--- src/rtl/wvp_pkg.sv ---
package wvp_pkg;

    localparam int WAVES      = 128;
    localparam int TABLE_LEN  = 256;
    localparam int MAX_VOLUME = 255;
    localparam int PAN_CENTER = 6;
    localparam int PAN_RIGHT  = 12;

    localparam int WAVE_W    = $clog2(WAVES);
    localparam int IDX_W     = $clog2(TABLE_LEN);
    localparam int ADDR_W    = WAVE_W + IDX_W;
    localparam int MEM_DEPTH = WAVES * TABLE_LEN;

    localparam int SMP_W   = 16;
    localparam int FRAC_W  = 16;
    localparam int PHASE_W = IDX_W + FRAC_W;
    localparam int VOL_W   = 8;
    localparam int PAN_W   = 4;
    localparam int NUM_W   = $clog2(PAN_RIGHT + 1);
    localparam int GAIN_W  = VOL_W + NUM_W;

    localparam int VOL_RESET = 255;

    // interpolated value is s1*2^16 + (s2-s1)*f, fits a signed 32-bit word
    localparam int INTERP_W = SMP_W + FRAC_W;
    localparam int MAG_W    = INTERP_W;
    localparam int PROD_W   = MAG_W + GAIN_W;
    localparam int X_W      = PROD_W - FRAC_W;

    // remaining divisor after the 2^16 shift, done by reciprocal multiply
    localparam int DEN       = MAX_VOLUME * PAN_CENTER;
    localparam int RECIP_SH  = X_W + 1;
    localparam int RECIP_W   = RECIP_SH;
    localparam longint unsigned RECIP_L = (64'd1 << RECIP_SH) / DEN;
    localparam logic [RECIP_W-1:0] RECIP = RECIP_W'(RECIP_L);
    localparam int Q_W       = X_W - $clog2(DEN) + 1;

    localparam int SMP_POS_MAX = 2 ** (SMP_W - 1) - 1;
    localparam int SMP_NEG_MAG = 2 ** (SMP_W - 1);

    localparam int CFG_IDX_W  = 2;
    localparam int CFG_DATA_W = PHASE_W;

    localparam int FQ_DEPTH = 4;
    localparam int FQ_PTR_W = $clog2(FQ_DEPTH);

    typedef enum logic [1:0] {
        CMD_WRITE     = 2'd0,
        CMD_SAMPLE    = 2'd1,
        CMD_PHASE_CLR = 2'd2,
        CMD_NONE      = 2'd3
    } t_cmd;

    typedef enum logic [1:0] {
        OP_WRITE,
        OP_SAMPLE,
        OP_PHASE_CLR
    } t_op;

    typedef enum logic [CFG_IDX_W-1:0] {
        REG_PHASE_STEP  = 2'd0,
        REG_WAVE_SELECT = 2'd1,
        REG_VOLUME      = 2'd2,
        REG_PAN         = 2'd3
    } t_cfg_reg;

    typedef enum logic [2:0] {
        ST_IDLE,
        ST_INTERP,
        ST_MAG,
        ST_SCALE,
        ST_RECIP,
        ST_FIX,
        ST_OUT
    } t_vstate;

    typedef struct packed {
        logic [PHASE_W-1:0] phase_step;
        logic [WAVE_W-1:0]  wave_select;
        logic [VOL_W-1:0]   volume;
        logic [PAN_W-1:0]   pan;
    } t_cfg;

    typedef struct packed {
        t_op               op;
        logic [ADDR_W-1:0] addr;
        logic [SMP_W-1:0]  value;
    } t_op_item;

    typedef struct packed {
        logic     valid;
        t_op_item item;
    } t_q_head;

endpackage

--- src/rtl/wvp_if.sv ---
interface wvp_in_if;
    import wvp_pkg::*;

    logic                     valid;
    logic                     ready;
    logic [1:0]               cmd;
    logic [WAVE_W-1:0]        table_wave;
    logic [IDX_W-1:0]         table_index;
    logic signed [SMP_W-1:0]  table_value;

    modport source (output valid, output cmd, output table_wave, output table_index,
                    output table_value, input ready);
    modport sink   (input valid, input cmd, input table_wave, input table_index,
                    input table_value, output ready);
endinterface


--- src/rtl/wvp_front.sv ---
module wvp_front (
    input  logic             i_clk,
    input  logic             i_rst_n,
    wvp_in_if.sink           i_cmd_ch,
    input  logic             i_pop,
    output wvp_pkg::t_q_head o_head
);
    import wvp_pkg::*;

    t_op_item              r_fifo [FQ_DEPTH];
    logic [FQ_PTR_W-1:0]   r_wr_ptr;
    logic [FQ_PTR_W-1:0]   r_rd_ptr;
    logic [FQ_PTR_W:0]     r_count;

    t_op_item n_item;
    logic     keep;
    logic     push;

    assign i_cmd_ch.ready = (r_count != (FQ_PTR_W + 1)'(FQ_DEPTH));

    always_comb begin
        n_item.addr  = {i_cmd_ch.table_wave, i_cmd_ch.table_index};
        n_item.value = i_cmd_ch.table_value;
        n_item.op    = OP_WRITE;
        keep         = 1'b1;
        unique case (t_cmd'(i_cmd_ch.cmd))
            CMD_WRITE:     n_item.op = OP_WRITE;
            CMD_SAMPLE:    n_item.op = OP_SAMPLE;
            CMD_PHASE_CLR: n_item.op = OP_PHASE_CLR;
            CMD_NONE:      keep = 1'b0;   // unused code: taken and dropped
        endcase
    end

    assign push = i_cmd_ch.valid && i_cmd_ch.ready && keep;

    always_ff @(posedge i_clk) begin
        if (push) begin
            r_fifo[r_wr_ptr] <= n_item;
        end
    end

    always_ff @(posedge i_clk) begin
        if (!i_rst_n) begin
            r_wr_ptr <= '0;
            r_rd_ptr <= '0;
            r_count  <= '0;
        end else begin
            if (push) begin
                r_wr_ptr <= r_wr_ptr + FQ_PTR_W'(1);
            end
            if (i_pop) begin
                r_rd_ptr <= r_rd_ptr + FQ_PTR_W'(1);
            end
            unique case ({push, i_pop})
                2'b10:   r_count <= r_count + (FQ_PTR_W + 1)'(1);
                2'b01:   r_count <= r_count - (FQ_PTR_W + 1)'(1);
                default: r_count <= r_count;
            endcase
        end
    end

    assign o_head.valid = (r_count != '0);
    assign o_head.item  = r_fifo[r_rd_ptr];

endmodule

--- src/flat_wrapper.sv ---
// flat-port wrapper written by rule: the top's interface ports become plain ports
module wvp_front_flat import wvp_pkg::*;
  (i_clk, i_rst_n, i_pop, o_head, i_cmd_ch_valid, i_cmd_ch_cmd, i_cmd_ch_table_wave, i_cmd_ch_table_index, i_cmd_ch_table_value, i_cmd_ch_ready);
  wvp_in_if i_cmd_ch_i ();
  input  logic i_clk;
  input  logic i_rst_n;
  input  logic i_pop;
  output wvp_pkg::t_q_head o_head;
  input wire logic [$bits(i_cmd_ch_i.valid)-1:0] i_cmd_ch_valid;
  input wire logic [$bits(i_cmd_ch_i.cmd)-1:0] i_cmd_ch_cmd;
  input wire logic [$bits(i_cmd_ch_i.table_wave)-1:0] i_cmd_ch_table_wave;
  input wire logic [$bits(i_cmd_ch_i.table_index)-1:0] i_cmd_ch_table_index;
  input wire logic [$bits(i_cmd_ch_i.table_value)-1:0] i_cmd_ch_table_value;
  output wire logic [$bits(i_cmd_ch_i.ready)-1:0] i_cmd_ch_ready;
  assign i_cmd_ch_i.valid = i_cmd_ch_valid;
  assign i_cmd_ch_i.cmd = i_cmd_ch_cmd;
  assign i_cmd_ch_i.table_wave = i_cmd_ch_table_wave;
  assign i_cmd_ch_i.table_index = i_cmd_ch_table_index;
  assign i_cmd_ch_i.table_value = i_cmd_ch_table_value;
  assign i_cmd_ch_ready = i_cmd_ch_i.ready;
  wvp_front u_core (.i_clk(i_clk), .i_rst_n(i_rst_n), .i_cmd_ch(i_cmd_ch_i), .i_pop(i_pop), .o_head(o_head));
endmodule
--- config.mk ---
export PLATFORM = sky130hd
export DESIGN_NAME = wvp_front_flat
export DESIGN_NICKNAME = d
export VERILOG_FILES = /design/src/rtl/wvp_pkg.sv /design/src/rtl/wvp_if.sv /design/src/rtl/wvp_front.sv /design/src/flat_wrapper.sv
export SDC_FILE = /design/constraint.sdc
export NUM_CORES = 1
export LEC_CHECK = 0
export ABC_AREA = 1
export BUFFER_PORTS_ARGS = -buffer_cell sky130_fd_sc_hd__buf_4
export CAP_MARGIN = 20
export CORE_MARGIN = 1
export CORE_UTILIZATION = 60
export CTS_CLUSTER_DIAMETER = 80
export DETAILED_ROUTE_END_ITERATION = 16
export MAX_ROUTING_LAYER = met4
export PLACE_DENSITY = 0.83
export SLEW_MARGIN = 15
export SYNTH_ARGS = -nofsm -noshare
export SYNTH_HDL_FRONTEND = slang
export SYNTH_SLANG_ARGS = --single-unit
export TNS_END_PERCENT = 10
--- constraint.sdc ---
create_clock -name i_clk -period 4.5 [get_ports i_clk]
set_input_delay 0.675 -clock i_clk [delete_from_list [all_inputs] [get_ports i_clk]]
set_output_delay 0.675 -clock i_clk [all_outputs]
set_load 0.03 [all_outputs]
# After elaboration in Yosys (flattened, before gate mapping)

Memory sizes are Yosys's and may differ from the RTL's. A register that Yosys moved wholly into a read port is not among the register bits.
Index checks and enable logic that the tools add are counted.

Register bits after elaboration: 7
Output and inout bits: 35
Input bits: 37
Logic and storage cells: 25
Bits in writable memories: 132
Memories: 1

Equality and inequality tests: 6
Reduce and logical (&&, ||, !) cells: 4
Muxes and demuxes: 7
Add/subtract/negate cells: 4

Memories:

| memory        | depth | bits a word | rd ports | clocked after memory_dff | wr ports | RTL line        | text |
|---|---|---|---|---|---|---|---|
| u_core.r_fifo | 4     | 33          | 1        | 1                        | 1        | wvp_front.sv:10 | `t_op_item r_fifo [FQ_DEPTH];` |

Operators by type and width:

| operator              | count |
|---|---|
| $eq A2 B2 Y1 const B  | 3 |
| $pmux W3 S2           | 1 |
| $add A2 B1 Y2 const B | 2 |
| $eq A2 B1 Y1 const B  | 2 |
| $mux W2               | 2 |
| $pmux W2 S2           | 1 |
| $add A3 B1 Y3 const B | 1 |
| $mux W1               | 3 |
| $ne A3 B3 Y1 const B  | 1 |
| $reduce_bool A3 Y1    | 1 |
| $sub A3 B1 Y3 const B | 1 |
| $logic_and A1 B1 Y1   | 2 |
| $reduce_bool A2 Y1    | 1 |

# Logic depth before layout (Yosys ltp)

Word-level depth: 5
Gate-level depth with buffers: 9
Gate-level depth less buffers: 9

# Worst setup path before layout

No wires, ideal clock.

Path kind: input to register
Start point: in i_cmd_ch_valid
End point: mem u_core.r_fifo[0][0] in the netlist's numbering (enable)
Setup slack: 1.644 ns
Stages on the path: 4
Required time: 4.077 ns
Library setup time: 0.423 ns
Path buffers: 0
Arrival time: 2.433 ns
Path through: inv_1 > a21oi_2 > nand2_1 > nor2_1

Longest elaborated chain between the ends: 4

RTL lines:

| what                             | RTL line          | text |
|---|---|---|
| start, declared                  | flat_wrapper.sv:9 | `input wire logic [$bits(i_cmd_ch_i.valid)-1:0] i_cmd_ch_valid;` |
| $logic_and A1 B1 Y1 (2 in a row) | wvp_front.sv:34   | `assign push = i_cmd_ch.valid && i_cmd_ch.ready && keep;` |
| $mux W1                          | wvp_front.sv:37   | `if (push) begin` |
| $mux W1 (implied by the code)    | wvp_front.sv:38   | `r_fifo[r_wr_ptr] <= n_item;` |
| end, declared                    | wvp_front.sv:10   |  |

No other way between the ends.

==> results.py <==
metrics = {
    "cts": {
        "postCtsSetupBuffers": 0,
        "ctsLongestPathBuffers": 2,
        "cts_buffers": 17,
        "path_clk_slew_ns": 0.06,
        "cts_root_buf": "clkbuf_8",
        "htreeDepth": 4,
        "cts_sinks": 141,
        "cts.repair.resized": 0,
        "cts_tree": "yes",
        "postCtsHoldBufs": 0,
        "clk_latency_ns": 0.52,
    },
    "synth": {
        "synth_edf_count": 132,
        "async_reset_ff_share_pct": 0,
        "synth_area_sq_mm": 0.00539,
        "synth_ff_type": "edfxtp_1",
        "post-synth-top-area-fraction_pct": 73.5,
        "ys_seq_area_share_pct": 76.8,
        "ys_warn_count": 0,
        "ys_seq_elements": 141,
        "synth_top_area_cell": "edfxtp_1",
        "synth_top_cells_by_area": "edfxtp_1 74%, nor2_1 5.4%, o21ai_0 4.8%, o22ai_1 3.8%, dfxtp_1 3.3%",
        "synthAdderAreaFrac_pct": 1.53,
        "synth_fp_nets": 426,
        "netlist_instances": 383,
        "synth_cell_types": 20,
        "synth_top_family_by_area": "compound AO/OA/AOI/OAI gates",
        "synthSimpleGateAreaFrac_pct": 6.31,
        "synthXorXnorAreaFrac_pct": 0,
        "synth_compound_area_share_pct": 11.1,
        "avgSynthCellArea_sq_um": 14.1,
        "muxShareOfSynthArea_pct": 0,
    },
    "run_status": {
        "status": "finished clean",
    },
    "floorplan": {
        "rows": 34,
        "start_util_pct": 61.8,
        "die_h_um": 96.8,
        "ios": 72,
        "dieArea_sq_mm": 0.00937,
        "die_width_um": 96.8,
        "core_area_sq_mm": 0.00872,
    },
    "critical_path": {
        "rr_startpoint": "u_core.r_count[0]",
        "critPathLaunchType": "register",
        "crit_fanout": 67,
        "crit_type": "register to primary output",
        "cp_slowest_stage_delay_ns": 0.50,
        "path_delay_family": "buffers and inverters",
        "reg2reg_depth": 8,
        "path_cells": "buf_4 -> inv_2 -> buf_12 -> o21ai_0 -> o22ai_1 -> buf_4",
        "slowest_stage": "buf_4",
        "endpoint_kind": "primary output",
        "reg2reg_slack_ns": 2.26,
        "worst-endpoint-required_ns": 3.83,
        "cp-endpoint": "o_head[31]",
        "rr_endpoint": "u_core.r_count[2]",
        "worst-path-stages": 6,
        "cp_num_buf_inv": 4,
        "critPathMostFrequentCell": "buf_4",
        "worstPathArrival_ns": 2.54,
    },
    "power": {
        "peakVddDrop_v": 0.000392,
        "p_comb_share_pct": 12.0,
        "switching_share_pct": 24.1,
        "internal_power_uw": 2540,
        "power_frac_seq_pct": 45.6,
        "power_switching_uw": 807,
        "p_leak_uw": 0.00235,
        "p_clk_share_pct": 42.4,
        "power_density_mw_per_mm2": 509,
    },
    "detailed_routing": {
        "ant_nets": 0,
        "wl_um": 10100,
        "initialDrtViolationCount": 193,
        "num_vias": 3296,
        "route.detailed.drc": 0,
        "wire_per_inst_um": 17.6,
        "routed_via_density": 5.71,
        "drt_first_pass_iters": 5,
    },
    "timing": {
        "fin_ws_ns": 1.29,
        "final_hold_viol_count": 0,
        "tightest_slew_ns": 1.08,
        "slew-limit-headroom_pct": 27.8,
        "slew_violations": 0,
        "rsz0062_at_grt": "no",
        "final.setup_skew_ns": 0.00641,
        "fin_tns_setup_ns": 0,
        "setup_viol": 0,
        "max_freq_ghz": 0.311,
        "min_period_over_period_pct": 71.4,
        "min_period_ns": 3.21,
    },
    "place": {
        "dp.cells": 544,
        "dp_hpwl_um": 5530,
        "post-place-ws_ns": 1.72,
        "port_buffers": 71,
        "gp_congestion": 0.667,
    },
    "global_route": {
        "grt_pass1_vias": 3374,
        "grt_overflow": 0,
        "grt_pass1_wl_um": 16400,
        "antenna_found_initial": 0,
        "grt_usage_pct": 24.2,
        "grt_max_degree": 68,
    },
    "cells_and_area": {
        "areaGrowthSynthToFinish_pct": 21.9,
        "final_common_cell": "edfxtp_1",
        "stdcell_count": 577,
        "mostFrequentLayoutCells": "132 x edfxtp_1, 74 x nor2_1, 73 x buf_4",
        "fin_nets": 499,
        "diodes": 0,
        "drive_gt1_share_pct": 23.9,
    },
    "flow_run": {
        "cap_violations": 0,
    },
    "min_path": {
        "hp-class": "input pin to register",
    },
}
## state kept, by name, indices dropped and copies added (netlist names), named ones only
register / count
u_core.r_rd_ptr: 2
u_core.r_fifo: 132
u_core.r_wr_ptr: 2
u_core.r_count: 3
## worst min path at each step
| stage | from | end | slack (ns) | depth (start not counted) |
|---|---|---|---|---|
| floorplan | u_core.r_rd_ptr[1] | register | 0.41 | 1 |
| global placement | u_core.r_rd_ptr[1] | register | 0.42 | 1 |
| detailed placement | u_core.r_rd_ptr[1] | register | 0.43 | 1 |
| CTS | i_cmd_ch_table_value[0] | u_core.r_fifo[1][0] | 0.32 | 1 |
| global route | i_cmd_ch_table_wave[2] | u_core.r_fifo[3][26] | 0.33 | 1 |
| finish | i_cmd_ch_table_value[0] | u_core.r_fifo[1][0] | 0.35 | 1 |
## per-stage QoR
| stage | instance area, sq um | util (%) | hold WS, ns | total power [uW] |
|---|---|---|---|---|
| 6_report | 6570 | 75.4 | 0.346 | 3350 |
| 5_1_grt | 6570 | 75.4 | 0.328 | 3460 |
| 4_1_cts | 6550 | 75.1 | 0.320 | 3370 |
| 3_5_place_dp | 5940 | 68.1 | 0.432 | 1950 |
| 3_3_place_gp | 5940 | 68.1 | 0.424 | 1940 |
| 2_1_floorplan | 5390 | - | 0.412 | 1800 |
## power groups by stage
| stage | clock network, uW | logic [uW] | registers, uW |
|---|---|---|---|
| floorplan | 0 | 253 | 1550 |
| global placement | 0 | 388 | 1550 |
| detailed placement | 0 | 399 | 1550 |
| CTS | 1440 | 402 | 1530 |
| global route | 1500 | 434 | 1530 |
| finish | 1420 | 400 | 1530 |
## cells by family (layout without fill, tap and decap cells)
| kind of cell | Yosys count | in the layout |
|---|---|---|
| buf+inv | 36 | 122 |
| flops | 141 | 141 |
| fa+ha+maj | 6 | 6 |
| simple gates | 89 | 89 |
| compound gates | 111 | 111 |
## area by class of cell
cell class	count	area [sq um]
Timing Repair Buffer	74	568
Inverter	16	60.1
Fill cell	534	2150
Clock inverter	14	191
Clock buffer	18	418
Multi-Input combinational cell	206	1050
Sequential cell	141	4150
Tap cell	108	135
## cells in the mapped netlist, types with 5 or more instances
cell        n
buf_2       7
nor2_1     78
buf_6       9
ha_1        5
o22ai_1    33
nand2_1     7
a21oi_1     7
inv_1      14
o21ai_0    52
dfxtp_1     9
edfxtp_1  132
o21ai_1    18
## metal layers
metal / track usage (%) / vias to the layer above / share of wire (%)
li1: - / 1562 / -
met1: 28.0 / 1586 / 40
met2: 39.2 / 135 / 52
met3: 7.37 / 13 / 6.8
met4: 11.1 / 0 / 1.4
met5: - / - / 0
## worst register-to-register path, cell delays in order, from the launching register on
cell and delay [ns]:
dfxtp_1 0.38, nor2_1 0.08, nand2_1 0.16, nand2_1 0.29, ha_1 0.33, fa_1 0.38, or2_2 0.31, a21oi_1 0.15
nor2_1 0.06
Power figures use the tool's default switching activity.
